$ cat src/hdl/packed_int_dot_product_accumulate_unit_assert.svh
// Assertion macros for the packed integer dot product unit.
// Used by the top level; no other dependencies.
`ifndef PACKED_INT_DOT_PRODUCT_ACCUMULATE_UNIT_ASSERT_SVH
`define PACKED_INT_DOT_PRODUCT_ACCUMULATE_UNIT_ASSERT_SVH

`ifndef SYNTHESIS

`define PIDPA_ASSERT_SAME(lbl, clk, rst, ante, cons, msg) \
   lbl: assert property (@(posedge clk) disable iff (rst) (ante) |-> (cons)) \
      else $error(msg);

`define PIDPA_ASSERT_NEXT(lbl, clk, rst, ante, cons, msg) \
   lbl: assert property (@(posedge clk) disable iff (rst) (ante) |=> (cons)) \
      else $error(msg);

`else

`define PIDPA_ASSERT_SAME(lbl, clk, rst, ante, cons, msg)

`define PIDPA_ASSERT_NEXT(lbl, clk, rst, ante, cons, msg)

`endif

`endif

$ cat src/hdl/pidpa_pkg.sv
// Shared types and constants for the packed integer dot product unit.
// No dependencies.
package pidpa_pkg;

   localparam int unsigned WORD_WIDTH = 32;
   localparam int unsigned FMT_WIDTH  = 2;

   localparam logic [FMT_WIDTH-1:0] FMT_S8 = 2'd0;
   localparam logic [FMT_WIDTH-1:0] FMT_U8 = 2'd1;
   localparam logic [FMT_WIDTH-1:0] FMT_S4 = 2'd2;
   localparam logic [FMT_WIDTH-1:0] FMT_U4 = 2'd3;

   localparam int unsigned LANES_8 = 4;
   localparam int unsigned LANES_4 = 8;
   localparam int unsigned SUM_WIDTH = 20;

   typedef struct packed {
      logic [WORD_WIDTH-1:0] a_word;
      logic [WORD_WIDTH-1:0] b_word;
      logic [WORD_WIDTH-1:0] acc_start;
      logic                  first;
      logic                  last;
   } pidpa_req_type;

   typedef struct packed {
      logic [WORD_WIDTH-1:0] dot_result;
   } pidpa_rsp_type;

endpackage

$ cat src/hdl/pidpa_if.sv
// Valid/ready channel interfaces for request and response items.
// Depends on pidpa_pkg.
interface pidpa_req_if;
   import pidpa_pkg::*;

   logic          valid;
   logic          ready;
   pidpa_req_type payload;

   modport source (output valid, output payload, input ready);
   modport sink   (input valid, input payload, output ready);
endinterface

interface pidpa_rsp_if;
   import pidpa_pkg::*;

   logic          valid;
   logic          ready;
   pidpa_rsp_type payload;

   modport source (output valid, output payload, input ready);
   modport sink   (input valid, input payload, output ready);
endinterface

$ cat src/hdl/packed_int_dot_product_accumulate_unit.sv
// Packed int8/int4 dot product with 32-bit wrapping accumulate.
// Depends on pidpa_pkg, pidpa_if.sv and the assertion macro header.
//
//  channel   | direction | carries
//  ----------+-----------+----------------------------------------------
//  req_chan  | in        | a_word, b_word, acc_start, first, last
//  rsp_chan  | out       | dot_result, one item per item marked last
//  csr_*     | in        | lane_format write (csr_we, csr_wdata)
//
// One item per cycle while no last item waits on a stalled result; an item is
// held in the input register, then its lane products and the accumulate are
// formed combinationally into acc_ff, and a last item's result into out_data_ff.
// Synchronous reset clears the accumulator to zero and lane_format to signed 8-bit.
// A stalled result holds the input register only for an item marked last.
`include "packed_int_dot_product_accumulate_unit_assert.svh"

module packed_int_dot_product_accumulate_unit (
   input  logic                          clock,
   input  logic                          reset,
   pidpa_req_if.sink                     req_chan,
   pidpa_rsp_if.source                   rsp_chan,
   input  logic                          csr_we,
   input  logic [pidpa_pkg::FMT_WIDTH-1:0] csr_wdata
);
   import pidpa_pkg::*;

   logic [FMT_WIDTH-1:0]  lane_format_ff;
   logic                  s1_valid_ff;
   pidpa_req_type         s1_item_ff;
   logic [WORD_WIDTH-1:0] acc_ff;
   logic [WORD_WIDTH-1:0] acc_in;
   logic                  out_valid_ff;
   logic [WORD_WIDTH-1:0] out_data_ff;

   logic                  s1_fire;
   logic                  req_fire;
   logic                  lane_signed;
   logic                  lane_nibble;
   logic signed [SUM_WIDTH-1:0] sum_8;
   logic signed [SUM_WIDTH-1:0] sum_4;
   logic signed [SUM_WIDTH-1:0] prod_sum;
   logic [WORD_WIDTH-1:0] acc_base;

   assign s1_fire  = s1_valid_ff && (!s1_item_ff.last || !out_valid_ff || rsp_chan.ready);
   assign req_chan.ready = !s1_valid_ff || s1_fire;
   assign req_fire = req_chan.valid && req_chan.ready;

   always_comb begin
      unique case (lane_format_ff)
         FMT_S8: begin
            lane_signed = 1'b1;
            lane_nibble = 1'b0;
         end
         FMT_U8: begin
            lane_signed = 1'b0;
            lane_nibble = 1'b0;
         end
         FMT_S4: begin
            lane_signed = 1'b1;
            lane_nibble = 1'b1;
         end
         FMT_U4: begin
            lane_signed = 1'b0;
            lane_nibble = 1'b1;
         end
      endcase
   end

   always_comb begin
      logic signed [8:0]  xa8;
      logic signed [8:0]  xb8;
      logic signed [4:0]  xa4;
      logic signed [4:0]  xb4;
      logic signed [17:0] p8;
      logic signed [9:0]  p4;
      sum_8 = '0;
      sum_4 = '0;
      for (int i = 0; i < LANES_8; i++) begin
         xa8 = {lane_signed & s1_item_ff.a_word[8*i+7], s1_item_ff.a_word[8*i +: 8]};
         xb8 = {lane_signed & s1_item_ff.b_word[8*i+7], s1_item_ff.b_word[8*i +: 8]};
         p8 = xa8 * xb8;
         sum_8 = sum_8 + SUM_WIDTH'(p8);
      end
      for (int i = 0; i < LANES_4; i++) begin
         xa4 = {lane_signed & s1_item_ff.a_word[4*i+3], s1_item_ff.a_word[4*i +: 4]};
         xb4 = {lane_signed & s1_item_ff.b_word[4*i+3], s1_item_ff.b_word[4*i +: 4]};
         p4 = xa4 * xb4;
         sum_4 = sum_4 + SUM_WIDTH'(p4);
      end
   end

   assign prod_sum = lane_nibble ? sum_4 : sum_8;
   assign acc_base = s1_item_ff.first ? s1_item_ff.acc_start : acc_ff;
   assign acc_in   = acc_base + WORD_WIDTH'(prod_sum);

   always_ff @(posedge clock) begin
      if (reset) begin
         lane_format_ff <= FMT_S8;
      end else if (csr_we) begin
         lane_format_ff <= csr_wdata;
      end
   end

   always_ff @(posedge clock) begin
      if (reset) begin
         s1_valid_ff <= 1'b0;
      end else if (req_chan.ready) begin
         s1_valid_ff <= req_chan.valid;
      end
   end

   always_ff @(posedge clock) begin
      if (req_fire) begin
         s1_item_ff <= req_chan.payload;
      end
   end

   always_ff @(posedge clock) begin
      if (reset) begin
         acc_ff <= '0;
      end else if (s1_fire) begin
         acc_ff <= acc_in;
      end
   end

   always_ff @(posedge clock) begin
      if (reset) begin
         out_valid_ff <= 1'b0;
      end else if (s1_fire && s1_item_ff.last) begin
         out_valid_ff <= 1'b1;
      end else if (rsp_chan.ready) begin
         out_valid_ff <= 1'b0;
      end
   end

   always_ff @(posedge clock) begin
      if (s1_fire && s1_item_ff.last) begin
         out_data_ff <= acc_in;
      end
   end

   assign rsp_chan.valid              = out_valid_ff;
   assign rsp_chan.payload.dot_result = out_data_ff;

   `PIDPA_ASSERT_NEXT(a_last_emits, clock, reset, s1_fire && s1_item_ff.last,
      rsp_chan.valid && (rsp_chan.payload.dot_result == acc_ff),
      "last item did not produce its result")
   `PIDPA_ASSERT_SAME(a_empty_ready, clock, reset, !s1_valid_ff, req_chan.ready,
      "empty input register refused an item")
   `PIDPA_ASSERT_NEXT(a_acc_hold, clock, reset, !s1_fire, $stable(acc_ff),
      "accumulator moved without an item")
   `PIDPA_ASSERT_SAME(a_no_overrun, clock, reset,
      out_valid_ff && !rsp_chan.ready && s1_item_ff.last, !s1_fire,
      "result overwritten while stalled")

endmodule

$ cat src/flat_wrapper.sv
// flat-port wrapper written by rule: the top's interface ports become plain ports
module packed_int_dot_product_accumulate_unit_flat import pidpa_pkg::*;
  (clock, reset, csr_we, csr_wdata, req_chan_valid, req_chan_payload, req_chan_ready, rsp_chan_valid, rsp_chan_payload, rsp_chan_ready);
  pidpa_req_if req_chan_i ();
  pidpa_rsp_if rsp_chan_i ();
  input  logic clock;
  input  logic reset;
  input  logic csr_we;
  input  logic [pidpa_pkg::FMT_WIDTH-1:0] csr_wdata;
  input wire logic [$bits(req_chan_i.valid)-1:0] req_chan_valid;
  input wire logic [$bits(req_chan_i.payload)-1:0] req_chan_payload;
  output wire logic [$bits(req_chan_i.ready)-1:0] req_chan_ready;
  output wire logic [$bits(rsp_chan_i.valid)-1:0] rsp_chan_valid;
  output wire logic [$bits(rsp_chan_i.payload)-1:0] rsp_chan_payload;
  input wire logic [$bits(rsp_chan_i.ready)-1:0] rsp_chan_ready;
  assign req_chan_i.valid = req_chan_valid;
  assign req_chan_i.payload = req_chan_payload;
  assign req_chan_ready = req_chan_i.ready;
  assign rsp_chan_valid = rsp_chan_i.valid;
  assign rsp_chan_payload = rsp_chan_i.payload;
  assign rsp_chan_i.ready = rsp_chan_ready;
  packed_int_dot_product_accumulate_unit u_core (.clock(clock), .reset(reset), .req_chan(req_chan_i), .rsp_chan(rsp_chan_i), .csr_we(csr_we), .csr_wdata(csr_wdata));
endmodule
$ cat config.mk
export PLATFORM = sky130hd
export DESIGN_NAME = packed_int_dot_product_accumulate_unit_flat
export DESIGN_NICKNAME = d
export VERILOG_FILES = /design/src/hdl/pidpa_pkg.sv /design/src/hdl/pidpa_if.sv /design/src/hdl/packed_int_dot_product_accumulate_unit.sv /design/src/flat_wrapper.sv
export VERILOG_INCLUDE_DIRS = /design/src /design/src/hdl
export SDC_FILE = /design/constraint.sdc
export NUM_CORES = 2
export LEC_CHECK = 0
export ABC_AREA = 1
export BUFFER_PORTS_ARGS = -buffer_cell sky130_fd_sc_hd__buf_2
export CAP_MARGIN = 40
export CORE_MARGIN = 1.5
export CORE_UTILIZATION = 45
export CTS_BUF_LIST = sky130_fd_sc_hd__clkbuf_4 sky130_fd_sc_hd__clkbuf_8 sky130_fd_sc_hd__clkbuf_16
export DETAILED_ROUTE_END_ITERATION = 10
export RECOVER_POWER = 25
export SLEW_MARGIN = 40
export SYNTH_ARGS = -nofsm -noshare
export SYNTH_HDL_FRONTEND = slang
export SYNTH_SLANG_ARGS = --single-unit
$ cat constraint.sdc
create_clock -name clock -period 13.9 [get_ports clock]
set_clock_uncertainty 0.15 [all_clocks]
set_input_delay 0 -clock clock [delete_from_list [all_inputs] [get_ports clock]]
set_output_delay 0 -clock clock [all_outputs]
set_load 0.01 [all_outputs]
# == After elaboration in Yosys (flattened, before gate mapping) ==
# Cells that the tools add are included.
# totals
register_bits,166
out_inout_bits,34
in_bits,105
elab_cells,73
# op_classes
mul,12
reduce_logical,15
eq_ne,3
n_addsub,11
n_bitwise,16
muxes,6
# ops
op,n
20-bit by 10-bit adder with 20-bit output,5
5-bit by 5-bit multiplier with 10-bit output,8
9-bit by 9-bit multiplier with 18-bit output,4
32-bit adder,1
32-bit 2-to-1 mux,1
19-bit by 18-bit adder with 20-bit output,1
20-bit by 18-bit adder with 20-bit output,1
20-bit 2-to-1 mux,1
18-bit by 18-bit adder with 19-bit output,1
1-bit AND,16
11-bit by 10-bit adder with 12-bit output,1
10-bit by 10-bit adder with 11-bit output,1
2-bit OR reduction,4
2-bit == test (second input constant),2
1-bit one-hot mux with 2 select lines,2
1-bit logical AND,3
1-bit zero test,3
1-bit logical OR,3
2-bit by 1-bit == test with 1-bit output (second input constant),1
2-bit zero test,1
1-bit 2-to-1 mux,2
2-bit nonzero test,1

# == Longest topological paths before layout ==
# depth
word_depth,14
depth_mapped,68
depth_no_buf,67

# == Least setup slack after synthesis ==
# No wires, ideal clock.
# synth_path
path_type,register to register
startpoint,register u_core.lane_format_ff[0]
endpoint,"register u_core.out_data_ff[28] (netlist: u_core.rsp_chan.payload[28]), data pin"
t_arrival_ns,12.213
t_required_ns,13.496
setup_time_ns,0.254
n_path_buf,2
setup_slack_ns,1.284
synth_period_minus_slack_ns,12.616
stages_incl_launch_ff,64
path_cell_list,dfxtp_1 > inv_1 > clkbuf_1 > nand2_1 > clkbuf_1 > or2_2 > fa_1 > fa_1 > inv_1 > fa_1 > fa_1 > inv_1 > fa_1 > fa_1 > inv_1 > ha_1 > a21oi_1 > o21ai_0 > (+28 left out) > o21ai_1 > or2_2 > nand3_1 > nand2_1 > ha_1 > nand2_1 > nor4_1 > nand3_1 > nand3_1 > a31oi_1 > inv_1 > nand3_1 > nand2_1 > nand2_1 > nand2_2 > nand2_1 > nand3_1 > nand2_1
# synth_between
elab_chain_len,14
elab_cells_between_ends,50
cone_classes,11 x add/sub; 12 x mul; 3 x eq/ne; 3 x mux; 16 x bitwise; 5 x reduce/logical
# synth_rtl
element,line_no,text
from (decl),packed_int_dot_product_accumulate_unit.sv:27,logic [FMT_WIDTH-1:0] lane_format_ff;
from (signal assigned),packed_int_dot_product_accumulate_unit.sv:100,lane_format_ff <= csr_wdata;
2-bit by 1-bit == test with 1-bit output (tied with other cells),packed_int_dot_product_accumulate_unit.sv:49,unique case (lane_format_ff)
2-bit OR reduction (no source line),-,
1-bit one-hot mux with 2 select lines,packed_int_dot_product_accumulate_unit.sv:49,
"1-bit AND, on equally long branches",-,
5-bit by 5-bit multiplier with 10-bit output,packed_int_dot_product_accumulate_unit.sv:87,p4 = xa4 * xb4;
10-bit by 10-bit adder with 11-bit output,packed_int_dot_product_accumulate_unit.sv:88,sum_4 = sum_4 + SUM_WIDTH'(p4);
11-bit by 10-bit adder with 12-bit output,packed_int_dot_product_accumulate_unit.sv:88,
20-bit by 10-bit adder with 20-bit output (5 in series),packed_int_dot_product_accumulate_unit.sv:88,
20-bit 2-to-1 mux (*),packed_int_dot_product_accumulate_unit.sv:92,assign prod_sum = lane_nibble ? sum_4 : sum_8;
32-bit adder (*),packed_int_dot_product_accumulate_unit.sv:94,assign acc_in = acc_base + WORD_WIDTH'(prod_sum);
named net u_core.acc_in[28],packed_int_dot_product_accumulate_unit.sv:31,logic [WORD_WIDTH-1:0] acc_in;
to (signal assigned),packed_int_dot_product_accumulate_unit.sv:138,out_data_ff <= acc_in;
to (decl),packed_int_dot_product_accumulate_unit.sv:33,logic [WORD_WIDTH-1:0] out_data_ff;
# Mark *: on every way through the listed nets, which the timed path passes. The rest lies on a longest branch.
# A chain may end at the register's enable or synchronous reset.

# == Final worst setup path ==
# layout_path
startpoint,register u_core.lane_format_ff[0]
endpoint,register u_core.acc_ff[28]
# layout_between
elab_chain_len,14
elab_cells_between_ends,50
cone_classes,11 x add/sub; 12 x mul; 3 x eq/ne; 3 x mux; 16 x bitwise; 5 x reduce/logical
# layout_rtl
element,line_no,text
2-bit by 1-bit == test with 1-bit output (tied with other cells),packed_int_dot_product_accumulate_unit.sv:49,
2-bit OR reduction (no source line),-,
1-bit one-hot mux with 2 select lines,packed_int_dot_product_accumulate_unit.sv:49,
"1-bit AND, on equally long branches",-,
5-bit by 5-bit multiplier with 10-bit output,packed_int_dot_product_accumulate_unit.sv:87,
10-bit by 10-bit adder with 11-bit output,packed_int_dot_product_accumulate_unit.sv:88,
11-bit by 10-bit adder with 12-bit output,packed_int_dot_product_accumulate_unit.sv:88,
20-bit by 10-bit adder with 20-bit output (5 in series),packed_int_dot_product_accumulate_unit.sv:88,
20-bit 2-to-1 mux (*),packed_int_dot_product_accumulate_unit.sv:92,
32-bit adder (*),packed_int_dot_product_accumulate_unit.sv:94,
to (signal assigned),packed_int_dot_product_accumulate_unit.sv:122,acc_ff <= acc_in;
to (decl),packed_int_dot_product_accumulate_unit.sv:30,logic [WORD_WIDTH-1:0] acc_ff;
# Every way passes the cells marked *; elsewhere a longest branch is shown, timed or not.

==> flow_metrics.env <==
export IMPL_cts_sinks=166
export IMPL_clk_pin_slew_ns=0.08
export IMPL_synth_edf_count=130
export IMPL_root_buffer="clkbuf_16"
export IMPL_nets=4639
export IMPL_crit_path_max_incr_delay_ns=0.56
export IMPL_multi_input_area_um2=22100
export IMPL_maxCapViolations=0
export IMPL_critPathMostFrequentCell="inv_1"
export IMPL_dr_pass1_iters=5
export IMPL_period_share_pct=94.8
export IMPL_relSlewSlack_pct=47.4
export IMPL_dpl_hpwl_um=74700
export IMPL_postLayoutCellArea_um2=34600
export IMPL_vias=21720
export IMPL_port_buffers=138
export IMPL_synth_warnings=0
export IMPL_yosysTopAreaCell="fa_1"
export IMPL_die_area_um2=70500
export IMPL_start_kind="register"
export IMPL_syn_nets=4430
export IMPL_cts_tree="yes"
export IMPL_synth_cell_types=47
export IMPL_min_path_type="in -> reg"
export IMPL_slowest_stage="fa_1"
export IMPL_status="complete, no violations"
export IMPL_drtIter0Drc=1476
export IMPL_drive_above_1_share_pct=8.06
export IMPL_r2r_start="u_core.lane_format_ff[0]$_SDFFE_PP0P_"
export IMPL_synthFlopType="edfxtp_1"
export IMPL_cts_htree_levels=4
export IMPL_drv_slew=0
export IMPL_dpl_cell_area_um2=32700
export IMPL_min_period_ns=13.17
export IMPL_yosysSeqAreaShare_pct=14.9
export IMPL_arrival_ns=13.43
export IMPL_synth_area_um2=31000
export IMPL_hold_path_depth=2
export IMPL_critPathRequiredTime_ns=14.16
export IMPL_clk_path_buf_depth=2
export IMPL_setup_viol=0
export IMPL_yosys_top_cells_count="1073 x inv_1, 678 x fa_1, 545 x nand2_1, 257 x ha_1, 130 x edfxtp_1"
export IMPL_grt_util_all_layers_pct=26.0
export IMPL_die_y_um=266
export IMPL_grt_pass1_wl_um=136000
export IMPL_ys_async_sr_fraction_pct=0
export IMPL_critPathKind="reg -> reg"
export IMPL_synth_top_area_share_pct=43.8
export IMPL_avgSynthCellArea_um2=9.15
export IMPL_detail_route_antenna_nets=0
export IMPL_synth_most_common_cell="inv_1"
export IMPL_hold_end="u_core.s1_item_ff[86]$_DFFE_PP_"
export IMPL_drc=0
export IMPL_routabilityCongestion=0.979
export IMPL_finalHoldViolCount=0
export IMPL_ios=139
export IMPL_final_seq_area_um2=4630
export IMPL_netlist_instances=3390
export IMPL_min_from="req_chan_payload[86]"
export IMPL_clk_latency_ns=0.51
export IMPL_worst_slew_pin_slew_ns=0.789
export IMPL_r2r_setup_slack_ns=0.73
export IMPL_grt_overflow=0
export IMPL_r2r_end="u_core.acc_ff[28]$_SDFFE_PP0P_"
export IMPL_max_freq_mhz=75.9
export IMPL_grt_max_degree=64
export IMPL_die_x_um=266
export IMPL_syn2layout_area_growth_pct=11.4
export IMPL_critPathCaptureType="register"
export IMPL_fillers=6491
export IMPL_initial_core_util_pct=45.3
export IMPL_synth_area_top_cells="fa_1 44%, inv_1 13%, edfxtp_1 13%, ha_1 10%, nand2_1 6.6%"
export IMPL_ys_seq_elements=166
export IMPL_cts_buffers=17
export IMPL_wl_per_cell_um=19.0
export IMPL_vias_per_cell=4.83
export IMPL_crit_fanout=14
export IMPL_finalWirelength_um=85500
export IMPL_rr_worst_depth=63
export IMPL_num_antenna_cells=0
export IMPL_core_area_um2=68500
export IMPL_first_global_vias=23445
export IMPL_rows=96
export IMPL_antenna_found_initial=0
kinds of logic (layout without fill, tap and decap cells):
kind of cell | after synthesis | in the layout | synth area share [%]
buffers and inverters | 1175 | 1397 | 14.2
xor gates and xnor gates | 52 | 52 | 1.49
and+or+nand+nor | 805 | 805 | 10.8
DFF | 166 | 166 | 14.9
muxes | 1 | 1 | 0.0323
adders and majority gates | 935 | 935 | 54.1
AOI/OAI and AO/OA | 256 | 256 | 4.41
per-layer routing:
| metal | up-vias | track usage [%] | share of wire, % | routed length, µm |
|---|---|---|---|---|
| met5 | - | 0 | 0 | 0 |
| met4 | 0 | 8.66 | 3.4 | 2880 |
| met3 | 100 | 4.93 | 6.0 | 5130 |
| met2 | 595 | 41.8 | 47 | 39900 |
| met1 | 10764 | 35.3 | 44 | 37600 |
| li1 | 10261 | - | - | - |
sequential cells by signal (all words and copies together) (netlist names):
name and flops:
u_core.acc_ff 32, u_core.lane_format_ff 2, u_core.s1_item_ff 98, u_core.s1_valid_ff 1, u_core.rsp_chan.payload 32, u_core.rsp_chan.valid 1
stage by stage:
stage	TNS [ns]	worst slack, ns	instances	hold WS [ns]	utilization, %
finish	0	0.727	4494	0.0471	50.5
global route	-0.0311	-0.0211	4494	0.0364	50.5
CTS	0	0.300	4483	0.00978	50.2
detailed placement	0	0.396	4345	0.0281	47.8
global placement	0	0.664	4345	0.0269	47.7
floorplan	0	1.28	3390	-0.0511	-
critical path, delay by kind of cell (launching register included):
| family | cells | cell delay [ns] |
|---|---|---|
| fa+ha+maj | 17 | 7.35 |
| simple gates | 22 | 2.50 |
| compound gates | 11 | 1.63 |
| buf+inv | 12 | 0.86 |
| flops | 1 | 0.41 |
| xor+xnor | 1 | 0.18 |
final cells by class:
| class | instances | share of cell area, % |
|---|---|---|
| Timing Repair Buffer | 284 | 5.92 |
| Tap cell | 882 | 3.19 |
| Clock buffer | 17 | 1.23 |
| Sequential cell | 166 | 13.4 |
| Clock inverter | 15 | 0.601 |
| Inverter | 1081 | 11.7 |
| Multi-Input combinational cell | 2049 | 63.9 |
cells in the final DEF, fill, tap and decap left out, types with 9 or more instances in the layout:
| cell type | synthesis | final |
|---|---|---|
| ha_1 | 257 | 255 |
| xor2_1 | 32 | 31 |
| nand4_1 | 9 | 9 |
| o21ai_1 | 11 | 13 |
| a21oi_1 | 116 | 113 |
| or2_2 | 16 | 16 |
| nand3_1 | 68 | 67 |
| dfxtp_1 | 36 | 35 |
| edfxtp_1 | 130 | 130 |
| xnor2_1 | 19 | 18 |
| fa_1 | 678 | 678 |
| dlygate4sd3_1 | 0 | 106 |
| nor2_2 | 6 | 11 |
| nand2_1 | 545 | 543 |
| buf_2 | 0 | 134 |
| buf_4 | 0 | 40 |
| inv_1 | 1073 | 1072 |
| nand2_2 | 21 | 23 |
| nor2_1 | 117 | 112 |
| clkbuf_16 | 0 | 17 |
| o21ai_0 | 92 | 90 |
how the worst max path moves through the flow:
stage | from | to
after global routing | u_core.lane_format_ff[0]$_SDFFE_PP0P_ | u_core.acc_ff[28]$_SDFFE_PP0P_
after CTS | u_core.s1_item_ff[42]$_DFFE_PP_ | u_core.acc_ff[28]$_SDFFE_PP0P_
after global placement | u_core.s1_item_ff[42]$_DFFE_PP_ | u_core.acc_ff[29]$_SDFFE_PP0P_
final | u_core.lane_format_ff[0]$_SDFFE_PP0P_ | u_core.acc_ff[28]$_SDFFE_PP0P_
after floorplan | u_core.lane_format_ff[0]$_SDFFE_PP0P_ | u_core.rsp_chan.payload[28]$_DFFE_PP_
after detailed placement | u_core.s1_item_ff[42]$_DFFE_PP_ | u_core.acc_ff[28]$_SDFFE_PP0P_
timing repair:
action / CTS / global route
hold endpoints to repair: 110 / 0
endpoints found under the setup margin: 0 / 32
gates resized for setup: 0 / 21
hold buffers: 106 / 0
buffers inserted: 0 / 11
Power is left out: the tool's default activity adds up to more than one toggle a clock period on the data nets, which glitch-free logic cannot reach.
